<file path="config.mk">
export PLATFORM = sky130hd
export DESIGN_NAME = terminal_color_resolver
export DESIGN_NICKNAME = d
export VERILOG_FILES = /design/src/design/tcr_pkg.sv /design/src/design/tcr_palette.sv /design/src/design/terminal_color_resolver.sv
export VERILOG_INCLUDE_DIRS = /design/src /design/src/design
export SDC_FILE = /design/constraint.sdc
export NUM_CORES = 1
export LEC_CHECK = 0
export BUFFER_PORTS_ARGS = -buffer_cell sky130_fd_sc_hd__buf_2
export CAP_MARGIN = 20
export CORE_MARGIN = 2
export CORE_UTILIZATION = 50
export CTS_BUF_LIST = sky130_fd_sc_hd__clkbuf_2
export DETAILED_ROUTE_END_ITERATION = 8
export PLACE_DENSITY = 0.71
export SETUP_SLACK_MARGIN = 0.2
export SLEW_MARGIN = 20
export SYNTH_ARGS = -nofsm -noshare
export SYNTH_HDL_FRONTEND = slang
export SYNTH_SLANG_ARGS = --single-unit
</file>
<file path="constraint.sdc">
create_clock -name clk -period 21.4 [get_ports clk]
set_clock_uncertainty 0.15 [all_clocks]
set_input_delay 2.14 -clock clk [delete_from_list [all_inputs] [get_ports clk]]
set_output_delay 2.14 -clock clk [all_outputs]
set_load 0.05 [all_outputs]
</file>
<file path="src/design/assert_macros.svh">
// assertion macros used by the top-level design file
`ifndef ASSERT_MACROS_SVH
`define ASSERT_MACROS_SVH

// property checked on every rising edge outside reset
`define TCR_CHECK(lbl, prop, msg) \
  lbl: assert property (@(posedge clk) disable iff (!rst_n) prop) else $error(msg);

// condition that must never hold outside reset
`define TCR_NEVER(lbl, cond, msg) \
  `TCR_CHECK(lbl, !(cond), msg)

`endif

</file>
<file path="src/design/tcr_pkg.sv">
// types, color kinds and palette constants of the terminal color resolver
`timescale 1ns / 1ps

package tcr_pkg;

  typedef enum logic [1:0] {
    KIND_DEFAULT = 2'd0,
    KIND_DIRECT  = 2'd1,
    KIND_PALETTE = 2'd2,
    KIND_OTHER   = 2'd3
  } kind_t;

  typedef struct packed {
    logic [1:0] func;
    logic [7:0] color_index;
    logic [7:0] in_red;
    logic [7:0] in_green;
    logic [7:0] in_blue;
    logic       is_foreground;
    logic       bold;
  } tcr_in_t;

  typedef struct packed {
    logic [7:0] out_red;
    logic [7:0] out_green;
    logic [7:0] out_blue;
  } tcr_out_t;

  localparam logic [23:0] BASE_DARK [16] = '{
    24'h1B1E26, 24'hF2646C, 24'h5CC98A, 24'hE5B567,
    24'h5BA8F7, 24'hC084F0, 24'h4FC1C8, 24'hC5CAD6,
    24'h545A6B, 24'hFF838A, 24'h7AE3A6, 24'hFFCE7F,
    24'h7FBEFF, 24'hD5A1FF, 24'h6EDAE1, 24'hEEF1F7
  };

  localparam logic [23:0] BASE_LIGHT [16] = '{
    24'h2B303B, 24'hC7353F, 24'h2A8C5A, 24'hA1710F,
    24'h1E66C4, 24'h8B45C7, 24'h117D89, 24'h5A6170,
    24'h8C93A3, 24'hE2505A, 24'h38A86E, 24'hC08C22,
    24'h3681E0, 24'hA65FE0, 24'h1E99A6, 24'h2B303B
  };

  localparam logic [23:0] DARK_BG  = 24'h12141A;
  localparam logic [23:0] DARK_FG  = 24'hC5CAD6;
  localparam logic [23:0] LIGHT_BG = 24'hFBFCFE;
  localparam logic [23:0] LIGHT_FG = 24'h2B303B;

  localparam logic [7:0] CUBE_START = 8'd16;
  localparam logic [7:0] GREY_START = 8'd232;

  function automatic logic [7:0] cube_level(input logic [2:0] step);
    logic [7:0] lvl;
    case (step)
      3'd0:    lvl = 8'd0;
      3'd1:    lvl = 8'd95;
      3'd2:    lvl = 8'd135;
      3'd3:    lvl = 8'd175;
      3'd4:    lvl = 8'd215;
      default: lvl = 8'd255;
    endcase
    return lvl;
  endfunction

endpackage

</file>
<file path="src/design/tcr_palette.sv">
// 256-entry palette lookup: base table, 6x6x6 cube and grey ramp
`timescale 1ns / 1ps

module tcr_palette (
  input  logic [7:0]  idx,
  input  logic        light,
  output logic [23:0] rgb
);
  import tcr_pkg::*;

  logic [7:0] v;
  logic [2:0] r_step;
  logic [2:0] g_step;
  logic [7:0] rem_rg;
  logic [7:0] b_val;
  logic [4:0] grey_i;
  logic [7:0] grey;

  always_comb begin
    v = idx - CUBE_START;
    r_step = 3'((v >= 8'd36)) + 3'((v >= 8'd72)) + 3'((v >= 8'd108))
           + 3'((v >= 8'd144)) + 3'((v >= 8'd180));
    rem_rg = v - 8'd36 * 8'(r_step);
    g_step = 3'((rem_rg >= 8'd6)) + 3'((rem_rg >= 8'd12)) + 3'((rem_rg >= 8'd18))
           + 3'((rem_rg >= 8'd24)) + 3'((rem_rg >= 8'd30));
    b_val = rem_rg - 8'd6 * 8'(g_step);
    grey_i = 5'(idx - GREY_START);
    grey = 8'd8 + {grey_i, 3'b000} + {2'b00, grey_i, 1'b0};

    if (idx < CUBE_START) begin
      rgb = light ? BASE_LIGHT[idx[3:0]] : BASE_DARK[idx[3:0]];
    end else if (idx < GREY_START) begin
      rgb = {cube_level(r_step), cube_level(g_step), cube_level(b_val[2:0])};
    end else begin
      rgb = {grey, grey, grey};
    end
  end

endmodule

</file>
<file path="src/design/terminal_color_resolver.sv">
// terminal color resolver top level: input register, color logic, result register
//
//   channel  direction  handshake           word
//   in_      input      in_valid/in_stall   tcr_in_t color request
//   out_     output     out_valid/out_stall tcr_out_t resolved rgb
//   cfg_     input      cfg_valid/cfg_ready light_scheme bit
//
// one word per cycle sustained while out_stall is low
// the only path is input register -> color logic -> result register
// synchronous active-low reset empties both stages and clears light_scheme to dark
// out_stall holds the result register; the input register keeps taking words while either
// stage has room, so in_stall rises only when both stages are full and the output is stalled
`timescale 1ns / 1ps
`include "assert_macros.svh"

module terminal_color_resolver (
  input  logic             clk,
  input  logic             rst_n,
  input  logic             in_valid,
  output logic             in_stall,
  input  tcr_pkg::tcr_in_t in_word,
  output logic             out_valid,
  input  logic             out_stall,
  output tcr_pkg::tcr_out_t out_word,
  input  logic             cfg_valid,
  output logic             cfg_ready,
  input  logic             cfg_data
);
  import tcr_pkg::*;

  logic     light_r;
  logic     s1_valid_r;
  tcr_in_t  s1_word_r;
  logic     out_valid_r;
  tcr_out_t out_word_r;

  logic       adv_out;
  logic       adv_in;
  logic [7:0] pal_idx;
  logic [23:0] pal_rgb;
  logic [23:0] res_nxt;

  tcr_palette u_palette (
    .idx   (pal_idx),
    .light (light_r),
    .rgb   (pal_rgb)
  );

  assign adv_out   = !out_valid_r || !out_stall;
  assign adv_in    = !s1_valid_r || adv_out;
  assign in_stall  = !adv_in;
  assign cfg_ready = 1'b1;
  assign out_valid = out_valid_r;
  assign out_word  = out_word_r;

  // bold foreground lifts base colors 0-7 to their bright variants
  always_comb begin
    pal_idx = s1_word_r.color_index;
    if (s1_word_r.bold && s1_word_r.is_foreground && s1_word_r.color_index[7:3] == 5'd0) begin
      pal_idx = {5'd1, s1_word_r.color_index[2:0]};
    end
    case (kind_t'(s1_word_r.func))
      KIND_DIRECT:  res_nxt = {s1_word_r.in_red, s1_word_r.in_green, s1_word_r.in_blue};
      KIND_PALETTE: res_nxt = pal_rgb;
      default: begin
        if (light_r) begin
          res_nxt = s1_word_r.is_foreground ? LIGHT_FG : LIGHT_BG;
        end else begin
          res_nxt = s1_word_r.is_foreground ? DARK_FG : DARK_BG;
        end
      end
    endcase
  end

  always_ff @(posedge clk) begin
    if (!rst_n) begin
      light_r     <= 1'b0;
      s1_valid_r  <= 1'b0;
      out_valid_r <= 1'b0;
    end else begin
      if (cfg_valid && cfg_ready) begin
        light_r <= cfg_data;
      end
      if (adv_in) begin
        s1_valid_r <= in_valid;
      end
      if (adv_out) begin
        out_valid_r <= s1_valid_r;
      end
    end
  end

  always_ff @(posedge clk) begin
    if (adv_in && in_valid) begin
      s1_word_r <= in_word;
    end
    if (adv_out && s1_valid_r) begin
      out_word_r <= res_nxt;
    end
  end

  `TCR_NEVER(a_stall_only_when_full, in_stall && !(s1_valid_r && out_valid_r && out_stall), "input stalled while a stage has room")
  `TCR_CHECK(a_fill_output, s1_valid_r && !out_valid_r |=> out_valid_r, "word in input register did not reach output")
  `TCR_CHECK(a_held_result, out_valid_r && out_stall |=> out_valid_r, "stalled result dropped")
  `TCR_CHECK(a_direct_pass, s1_valid_r && adv_out && s1_word_r.func == KIND_DIRECT |=> out_word_r.out_red == $past(s1_word_r.in_red), "direct red not passed through")

endmodule
</file>
==> results by group, run 1 <==
Route
  – Final ANT Viol Nets: 0
  – DR vias: 4,623
  – Routed WL: between 15 and 20 mm
  – DRT Pass-1 Iters: 6
  – Vias per cell: around 6.4
  – WL per Instance: ~21 µm
  – DR iter-0 viols: between 500 and 600
  – Residual DRC: 0

Clock network
  – CTS sink count: 63
  – # Post-CTS Setup Buffers: 0
  – H-tree Lvls: 3
  – CTS Root Cell: clkbuf_2
  – Later-pin clock latency in the skew report: 580 ps
  – CTS buffer count: 9
  – Reg clk slew, reported paths: approximately 210 ps
  – Clk buf depth: 2
  – Cells resized by post-CTS repair: 0
  – CTS Hold Bufs: 0
  – TritonCTS clock tree: done

Logic synthesis
  – Synth Instances: ~550
  – Mapped cell area: about 5000 µm²
  – Post-synth EDFFs: 60
  – Synthesized flop and latch total: 63
  – Ys flop type: edfxtp_1
  – Post-Syn Area per Cell: around 9.3 µm²
  – Synth warnings: 0
  – Post-synthesis sequential area ratio: between 30% and 40%
  – Syn_nets: 639
  – Unique cell type count in the Yosys netlist: 68
  – Post-synth ARST share: 0%

Final layout
  – Design area: about 5600 µm²
  – Share of layout cells above drive strength 1: 17.0%
  – Area occupied by multi-input gates: between 2000 and 3000 µm²
  – Final #Nets: about 680
  – Antenna diode count: 0
  – Share of the core filled with cells: between 50% and 60%
  – Area Growth Syn to Fin: 10.1%
  – Fillers: between 800 and 900
  – Reg area: between 1500 and 2000 µm²

Power and ir drop
  – Int Pwr: 318 µW
  – Psw: 293 µW
  – Clock power share: 11.7%
  – Comb power frac: 63.2%
  – Sequential share of power: around 25%
  – Peak VDD IR: approximately 160 µV
  – Leak: approximately 0.0022 µW
  – Power Dens Cells: around 110 nW/µm²
  – Switching share of total power: a little under half

Critical path
  – CP Data Required Time: approximately 22,000 ps
  – Critical path arrival: approximately 9600 ps
  – R2R depth: 31
  – CP Max Fanout: 50
  – Worst Setup EP: out_word[4]
  – Critical Path Sink Type: flop
  – FF-to-FF End: out_word[4]
  – Critical path origin: s1_word_r[1]
  – Slowest Stage Delay on Critical Path: about 630 ps
  – Slowest-stage cell, CP: inv_2
  – Flop-to-flop setup slack: about 12,000 ps
  – Cell mode on critical path: ha_1
  – Worst setup SP type: flop
  – RR Startpoint: s1_word_r[1]
  – WS Path Type: flop to flop

STA
  – Fin crit share: roughly 44%
  – Slew headroom: between 40% and 50%
  – Setup TNS: 0 ps
  – FMAX: 106 MHz
  – Max-slew violations: 0
  – Final min period: 9420 ps
  – Final Hold Viols: 0
  – Hold slack: approximately 380 ps
  – RSZ-0062 raised after global routing: false
  – Setup violators final: 0
  – Worst-margin pin slew: 873 ps
  – Final setup margin: ~12,000 ps

Die
  – Ports: 69
  – Die Height: 104 µm
  – CORE AREA: ~9800 µm²
  – Die X: approximately 100 µm
  – Rows: 36
  – Initial Util: approximately half
  – Die Area: around 11,000 µm²

GRT
  – Largest net degree at the start of global routing: between 50 and 60
  – Total grt overflow: 0
  – First-pass GRT wire length: about 24 mm
  – Initial antenna violation count: 0
  – Total GRT Usage: 28.4%
  – Vias in the first global route: around 4.3k

Run
  – Max capacitance violation total: 0

Placement
  – HPWL after DPL: approximately 11 mm
  – Post-placement setup slack: 12,130 ps
  – Post-DP Area: about 5400 µm²
  – I/O Buffers: 67
  – GP Congestion: around 0.99

Min path
  – Hold WC Path Type: flop to flop

Run status
  – Status: complete, no violations
[synth_stat cells, types with 3 or more instances]
cell	count	area share [%]
a221oi_1	4	0.69
or4_1	3	0.45
a32oi_1	4	0.69
clkbuf_1	31	2.3
o21ai_0	27	2.7
buf_2	4	0.40
a21oi_1	33	3.3
xor2_1	3	0.52
nor3_1	14	1.4
nand2_1	57	4.2
nand2b_1	6	0.74
o311ai_0	3	0.52
and3_1	3	0.37
nand3_1	26	2.6
a22oi_1	8	1.2
xnor2_1	6	1.0
dfxtp_1	3	1.2
or3_1	4	0.50
fa_1	6	2.4
a21o_1	3	0.45
a31oi_1	14	1.7
nor2b_1	9	1.1
nor2_1	28	2.1
a21boi_0	4	0.60
nand4_1	6	0.74
inv_1	32	2.4
and2_1	3	0.37
a211oi_1	6	0.89
a222oi_1	4	0.79
a311oi_1	4	0.69
a211o_1	3	0.52
o221ai_1	3	0.52
buf_4	3	0.45
edfxtp_1	60	36
ha_1	46	11
o211ai_1	22	3.3
buf_6	3	0.67
mux2i_1	4	0.79
o31ai_1	4	0.60
[flip-flops by register name, indices dropped and copies added, names as in the netlist]
name        count
s1_valid_r      1
out_valid       1
s1_word_r      36
light_r         1
out_word       24
[critical path, delay by kind of cell (launching register included)]
kind / cells / cell delay, ps
adders and majority gates: 10 / 3490
and+or+nand+nor: 9 / 2300
AOI/OAI and AO/OA: 5 / 1230
buffers and inverters: 6 / 960
DFF: 1 / 610
xor gates and xnor gates: 1 / 390
[area by class of cell]
class / instances / area share (%)
Clock inverter: 5 / 0.878
Inverter: 33 / 2.23
Timing Repair Buffer: 77 / 7.75
Clock buffer: 11 / 0.991
Tap cell: 133 / 2.99
Multi-Input combinational cell: 406 / 51.7
Sequential cell: 63 / 33.5
[worst min-delay path by stage]
stage	startpoint	endpoint	slack [ps]	cells after the start
4_1_cts	s1_valid_r	out_valid	380	2
5_1_grt	s1_valid_r	out_valid	410	2
3_5_place_dp	s1_valid_r	out_valid	340	2
3_3_place_gp	s1_valid_r	out_valid	330	2
6_report	s1_valid_r	out_valid	380	2
2_1_floorplan	s1_valid_r	out_valid	320	2
[cells in the final DEF, fill, tap and decap left out, types with 8 or more instances in the layout]
cell type / netlist / layout
nor2b_1: 9 / 8
a22oi_1: 8 / 8
buf_2: 4 / 67
inv_1: 32 / 32
nor3_1: 14 / 14
edfxtp_1: 60 / 60
nor2_1: 28 / 28
nand2_1: 57 / 57
clkbuf_2: 0 / 11
a31oi_1: 14 / 14
nand3_1: 26 / 26
o21ai_0: 27 / 27
o211ai_1: 22 / 22
a21oi_1: 33 / 33
buf_4: 3 / 9
ha_1: 46 / 46
[power by group through the flow]
stage / Sequential, µW / Clock (µW) / Combinational (µW)
final: 153 / 71.6 / 386
after global routing: 154 / 77.1 / 424
after CTS: 153 / 73.7 / 377
after detailed placement: 156 / 0 / 375
after global placement: 156 / 0 / 367
after floorplan: 174 / 0 / 274
[logic make-up (layout without fill, tap and decap cells)]
logic type,count (synthesis),after routing,synth area share [%]
buf+inv,76,126,6.42
simple gates,169,169,16.4
fa+ha+maj,53,53,14.0
compound gates,167,167,22.8
xor+xnor,10,10,2.01
flops,63,63,36.9
mux,6,6,1.46
other cells,1,1,0.0743
[per-layer routing]
metal	up-vias	part of all wire (%)	global-route usage [%]
met2	260	46	44.6
met3	41	7.8	5.89
met4	0	4.8	14.3
met5	-	0	0
li1	2135	-	-
met1	2187	42	37.0
[stage by stage]
stage,power (µW),instances
floorplan,448,545
global placement,523,711
detailed placement,532,711
CTS,604,727
global route,656,728
finish,611,728
(Power assumes the default switching activity.)
==> run 2: changes to the inputs <==
--- a/config.mk
+++ b/config.mk
@@ -6,13 +6,14 @@
 export SDC_FILE = /design/constraint.sdc
 export NUM_CORES = 1
 export LEC_CHECK = 0
+export ABC_AREA = 1
 export BUFFER_PORTS_ARGS = -buffer_cell sky130_fd_sc_hd__buf_2
 export CAP_MARGIN = 20
 export CORE_MARGIN = 2
 export CORE_UTILIZATION = 50
 export CTS_BUF_LIST = sky130_fd_sc_hd__clkbuf_2
 export DETAILED_ROUTE_END_ITERATION = 8
-export PLACE_DENSITY = 0.71
+export PLACE_DENSITY = 0.74
 export SETUP_SLACK_MARGIN = 0.2
 export SLEW_MARGIN = 20
 export SYNTH_ARGS = -nofsm -noshare
==> constraint.sdc (replaced) <==
create_clock -name clk -period 7.95 [get_ports clk]
set_clock_uncertainty 0.15 [all_clocks]
set_input_delay 0.795 -clock clk [delete_from_list [all_inputs] [get_ports clk]]
set_output_delay 0.795 -clock clk [all_outputs]
set_load 0.05 [all_outputs]
==> run 2 against run 1 <==
  * First-iteration DRC count down 4.8%
  * Sequential power rose to 2.7 times the previous value
  * Fmax up 27%
  * Non-clock buffer count up 13
  * Cell count up 20%
  * Design area up 4.9%
  * Area after synthesis up 0.72%
  * Die area up 0.69%
  * Largest cell class unchanged
  * Highest routed layer unchanged
==> results by group, run 2 <==
Critical path
  – Slowest Stage Delay on Critical Path: 580 ps (-50 ps)
  – RR Startpoint: s1_word_r[31]
  – FF-to-FF End: out_word[11]
  – Crit path max-delay family: adder cells
  – CP Data Required Time: 8110 ps (-13,430 ps)
  – WS Path Type: flop to flop
  – Worst path depth: 41 (+32%)
  – Critical path arrival: 7560 ps (-2000 ps)
  – Flop-to-flop setup slack: 550 ps (-11,430 ps)
  – Worst Path Buf+Inv: 7 (+1)
  – Slowest-stage cell, CP: fa_2
  – CP Max Fanout: 4 (-92%)
  – Worst setup SP type: flop
  – Cell mode on critical path: nand2_1
  – Critical Path Sink Type: flop
  – R2R depth: 41 (+32%)
  – Critical path origin: s1_word_r[31]

Power and ir drop
  – Power Dens Cells: 372 nW/µm² (+240%)
  – Int Pwr: 1050 µW (+230%)
  – Switching share of total power: 51.5% (+3.6 points)
  – Clock power share: 9.6% (-2.1 points)
  – Comb power frac: 71.5% (+8.3 points)
  – Sequential share of power: 18.9% (-6.2 points)
  – Leak: 0.00284 µW (+26%)
  – Total power: 2170 µW (+260%)
  – Psw: 1120 µW (+280%)
  – Peak VDD IR: 437 µV (+180%)

Logic synthesis
  – Synth Instances: 665 (+22%)
  – Ys flop type: edfxtp_1
  – Post-synth top area cell: edfxtp_1
  – Post-synth EDFFs: 60 (unchanged)
  – Post-Syn Area per Cell: 7.64 µm² (-17%)
  – Synth warnings: 0 (unchanged)
  – Syn_nets: 759 (+19%)
  – Synthesized flop and latch total: 63 (unchanged)
  – Mapped cell area: 5080 µm² (+0.72%)
  – Unique cell type count in the Yosys netlist: 38 (-44%)
  – Post-synthesis sequential area ratio: 36.6% (-0.26 points)
  – Post-synth top area share: 35.5% (-0.26 points)
  – Synth area leaders: edfxtp_1 (35%), nand2_1 (16%), ha_1 (11%)
  – Most common cell in the netlist: nand2_1
  – Post-synth ARST share: 0% (unchanged)
  – Synth top cells by count: nand2_1 (213), inv_1 (70), edfxtp_1 (60)

Die
  – Ports: 69 (unchanged)
  – Die Area: 11,000 µm² (+0.69%)
  – CORE AREA: 9820 µm² (+0.46%)
  – Die Height: 105 µm (+0.34%)
  – Rows: 36 (unchanged)
  – Die X: 105 µm (+0.34%)
  – Initial Util: 51.7% (+0.13 points)

GRT
  – Total GRT Usage: 27.5% (-0.87 points)
  – Total grt overflow: 0 (unchanged)
  – Initial antenna violation count: 0 (unchanged)
  – First-pass GRT wire length: 23.9 mm (+1.3%)
  – Vias in the first global route: 4,890 (+14%)
  – Largest net degree at the start of global routing: 42 (-18%)

Clock network
  – Reg clk slew, reported paths: 210 ps (about the same)
  – CTS Hold Bufs: 0 (unchanged)
  – Clk buf depth: 2 (unchanged)
  – CTS buffer count: 9 (unchanged)
  – Later-pin clock latency in the skew report: 530 ps (-50 ps)
  – CTS Root Cell: clkbuf_2
  – H-tree Lvls: 3 (unchanged)
  – CTS sink count: 63 (unchanged)
  – TritonCTS clock tree: done

STA
  – Final min period: 7400 ps (-2020 ps)
  – FMAX: 135 MHz (+27%)
  – Slew headroom: 38.6% (-3.0 points)
  – Worst-margin pin slew: 918 ps (+44.9 ps)
  – Max-slew violations: 0 (unchanged)
  – Setup TNS: 0 ps (unchanged)
  – Setup violators final: 0 (unchanged)
  – RSZ-0062 raised after global routing: false
  – Final Hold Viols: 0 (unchanged)
  – Fin crit share: 93.1% (+49 points)

Run status
  – Status: complete, no violations

Placement
  – GP Congestion: 0.957 (-3.4%)
  – I/O Buffers: 67 (unchanged)
  – HPWL after DPL: 10.7 mm (-2.2%)

Route
  – WL per Instance: 17.1 µm (-18%)
  – Routed WL: 14.9 mm (-1.9%)
  – Vias per cell: 5.66 (-11%)
  – Residual DRC: 0 (unchanged)
  – DR vias: 4,949 (+7.1%)
  – Final ANT Viol Nets: 0 (unchanged)
  – DR iter-0 viols: 552 (-4.8%)
  – DRT Pass-1 Iters: 6 (unchanged)

Final layout
  – Reg area: 1860 µm² (unchanged)
  – Largest reg by FF count: s1_word_r
  – Share of layout cells above drive strength 1: 20.6% (+3.7 points)
  – Leading cell type in the layout, fill and taps excluded: nand2_1
  – Most frequent cells in the layout: nand2_1 (213), buf_2 (67), inv_1 (66)
  – Fillers: 962 (+8.8%)
  – Area occupied by multi-input gates: 2880 µm² (+0.48%)
  – Max reg flops: 36 (unchanged)
  – Share of the core filled with cells: 59.3% (+2.5 points)
  – Antenna diode count: 0 (unchanged)
  – Area Growth Syn to Fin: 14.7%
  – Final #Nets: 830 (+21%)

Min path
  – Hold path startpoint: in_word[1]
  – Hold depth: 1 (-1)
  – Hold WC Path Type: input pin to flop
  – Hold Path End: s1_word_r[1]

Run
  – Max capacitance violation total: 0 (unchanged)
[run 2: layer usage]
metal	part of all wire, %	global-route usage, %	vias up
met3	7.7	5.61	56
met4	4.9	13.5	0
met1	42	34.6	2319
met2	46	45.0	235
met5	0	0	-
li1	-	-	2339
[run 2: cells by family (layout without fill, tap and decap cells)]
| logic type | after synthesis | in the layout | share of synthesized area [%] |
|---|---|---|---|
| buffers and inverters | 107 | 183 | 8.96 |
| AND/OR/NAND/NOR | 323 | 323 | 26.9 |
| AO/OA/AOI/OAI | 113 | 113 | 12.7 |
| XOR/XNOR | 6 | 6 | 1.03 |
| flip-flops | 63 | 63 | 36.6 |
| other | 1 | 1 | 0.0738 |
| adder cells (fa/ha/maj) | 52 | 52 | 13.7 |
[run 2: layout make-up]
| cell class | count | area share [%] |
|---|---|---|
| Clock inverter | 7 | 1.25 |
| Sequential cell | 63 | 32.0 |
| Multi-Input combinational cell | 495 | 49.5 |
| Inverter | 77 | 4.96 |
| Tap cell | 133 | 2.86 |
| Clock buffer | 9 | 0.773 |
| Timing Repair Buffer | 90 | 8.72 |
[run 2: worst reg2reg max path, delay by kind of cell, from the launching register on]
| family | cells | cell delay [ps] |
|---|---|---|
| compound gates | 5 | 580 |
| xor+xnor | 1 | 140 |
| fa+ha+maj | 11 | 3490 |
| buf+inv | 7 | 550 |
| flops | 1 | 480 |
| simple gates | 17 | 1780 |
[run 2: worst max path at each step]
stage / endpoint
3_3_place_gp: out_word[6]
2_1_floorplan: out_word[2]
6_report: out_word[11]
5_1_grt: out_word[6]
4_1_cts: out_word[5]
3_5_place_dp: out_word[2]
[run 2: metrics by stage]
| step | std cells | setup slack [ps] | hold WS (ps) | cell area, µm² |
|---|---|---|---|---|
| after floorplan | 665 | 844 | 304 | 5080 |
| after global placement | 846 | 453 | 331 | 5500 |
| after detailed placement | 846 | 53.9 | 346 | 5500 |
| after CTS | 863 | 219 | 245 | 5630 |
| after global routing | 874 | 90.3 | 225 | 5830 |
| final | 874 | 548 | 265 | 5830 |
[run 2: what timing repair did]
action | in CTS | in global routing
pin swaps | 1 | 9
gates resized for setup | 1 | 26
setup buffers | 1 | 11
setup endpoints to repair | 12 | 16
[run 2: power groups by stage]
stage	logic [µW]	clock network (µW)	registers [µW]
after CTS	1320	212	411
after global routing	1740	225	413
final	1550	208	411
after floorplan	965	0	466
after global placement	1270	0	418
after detailed placement	1310	0	418
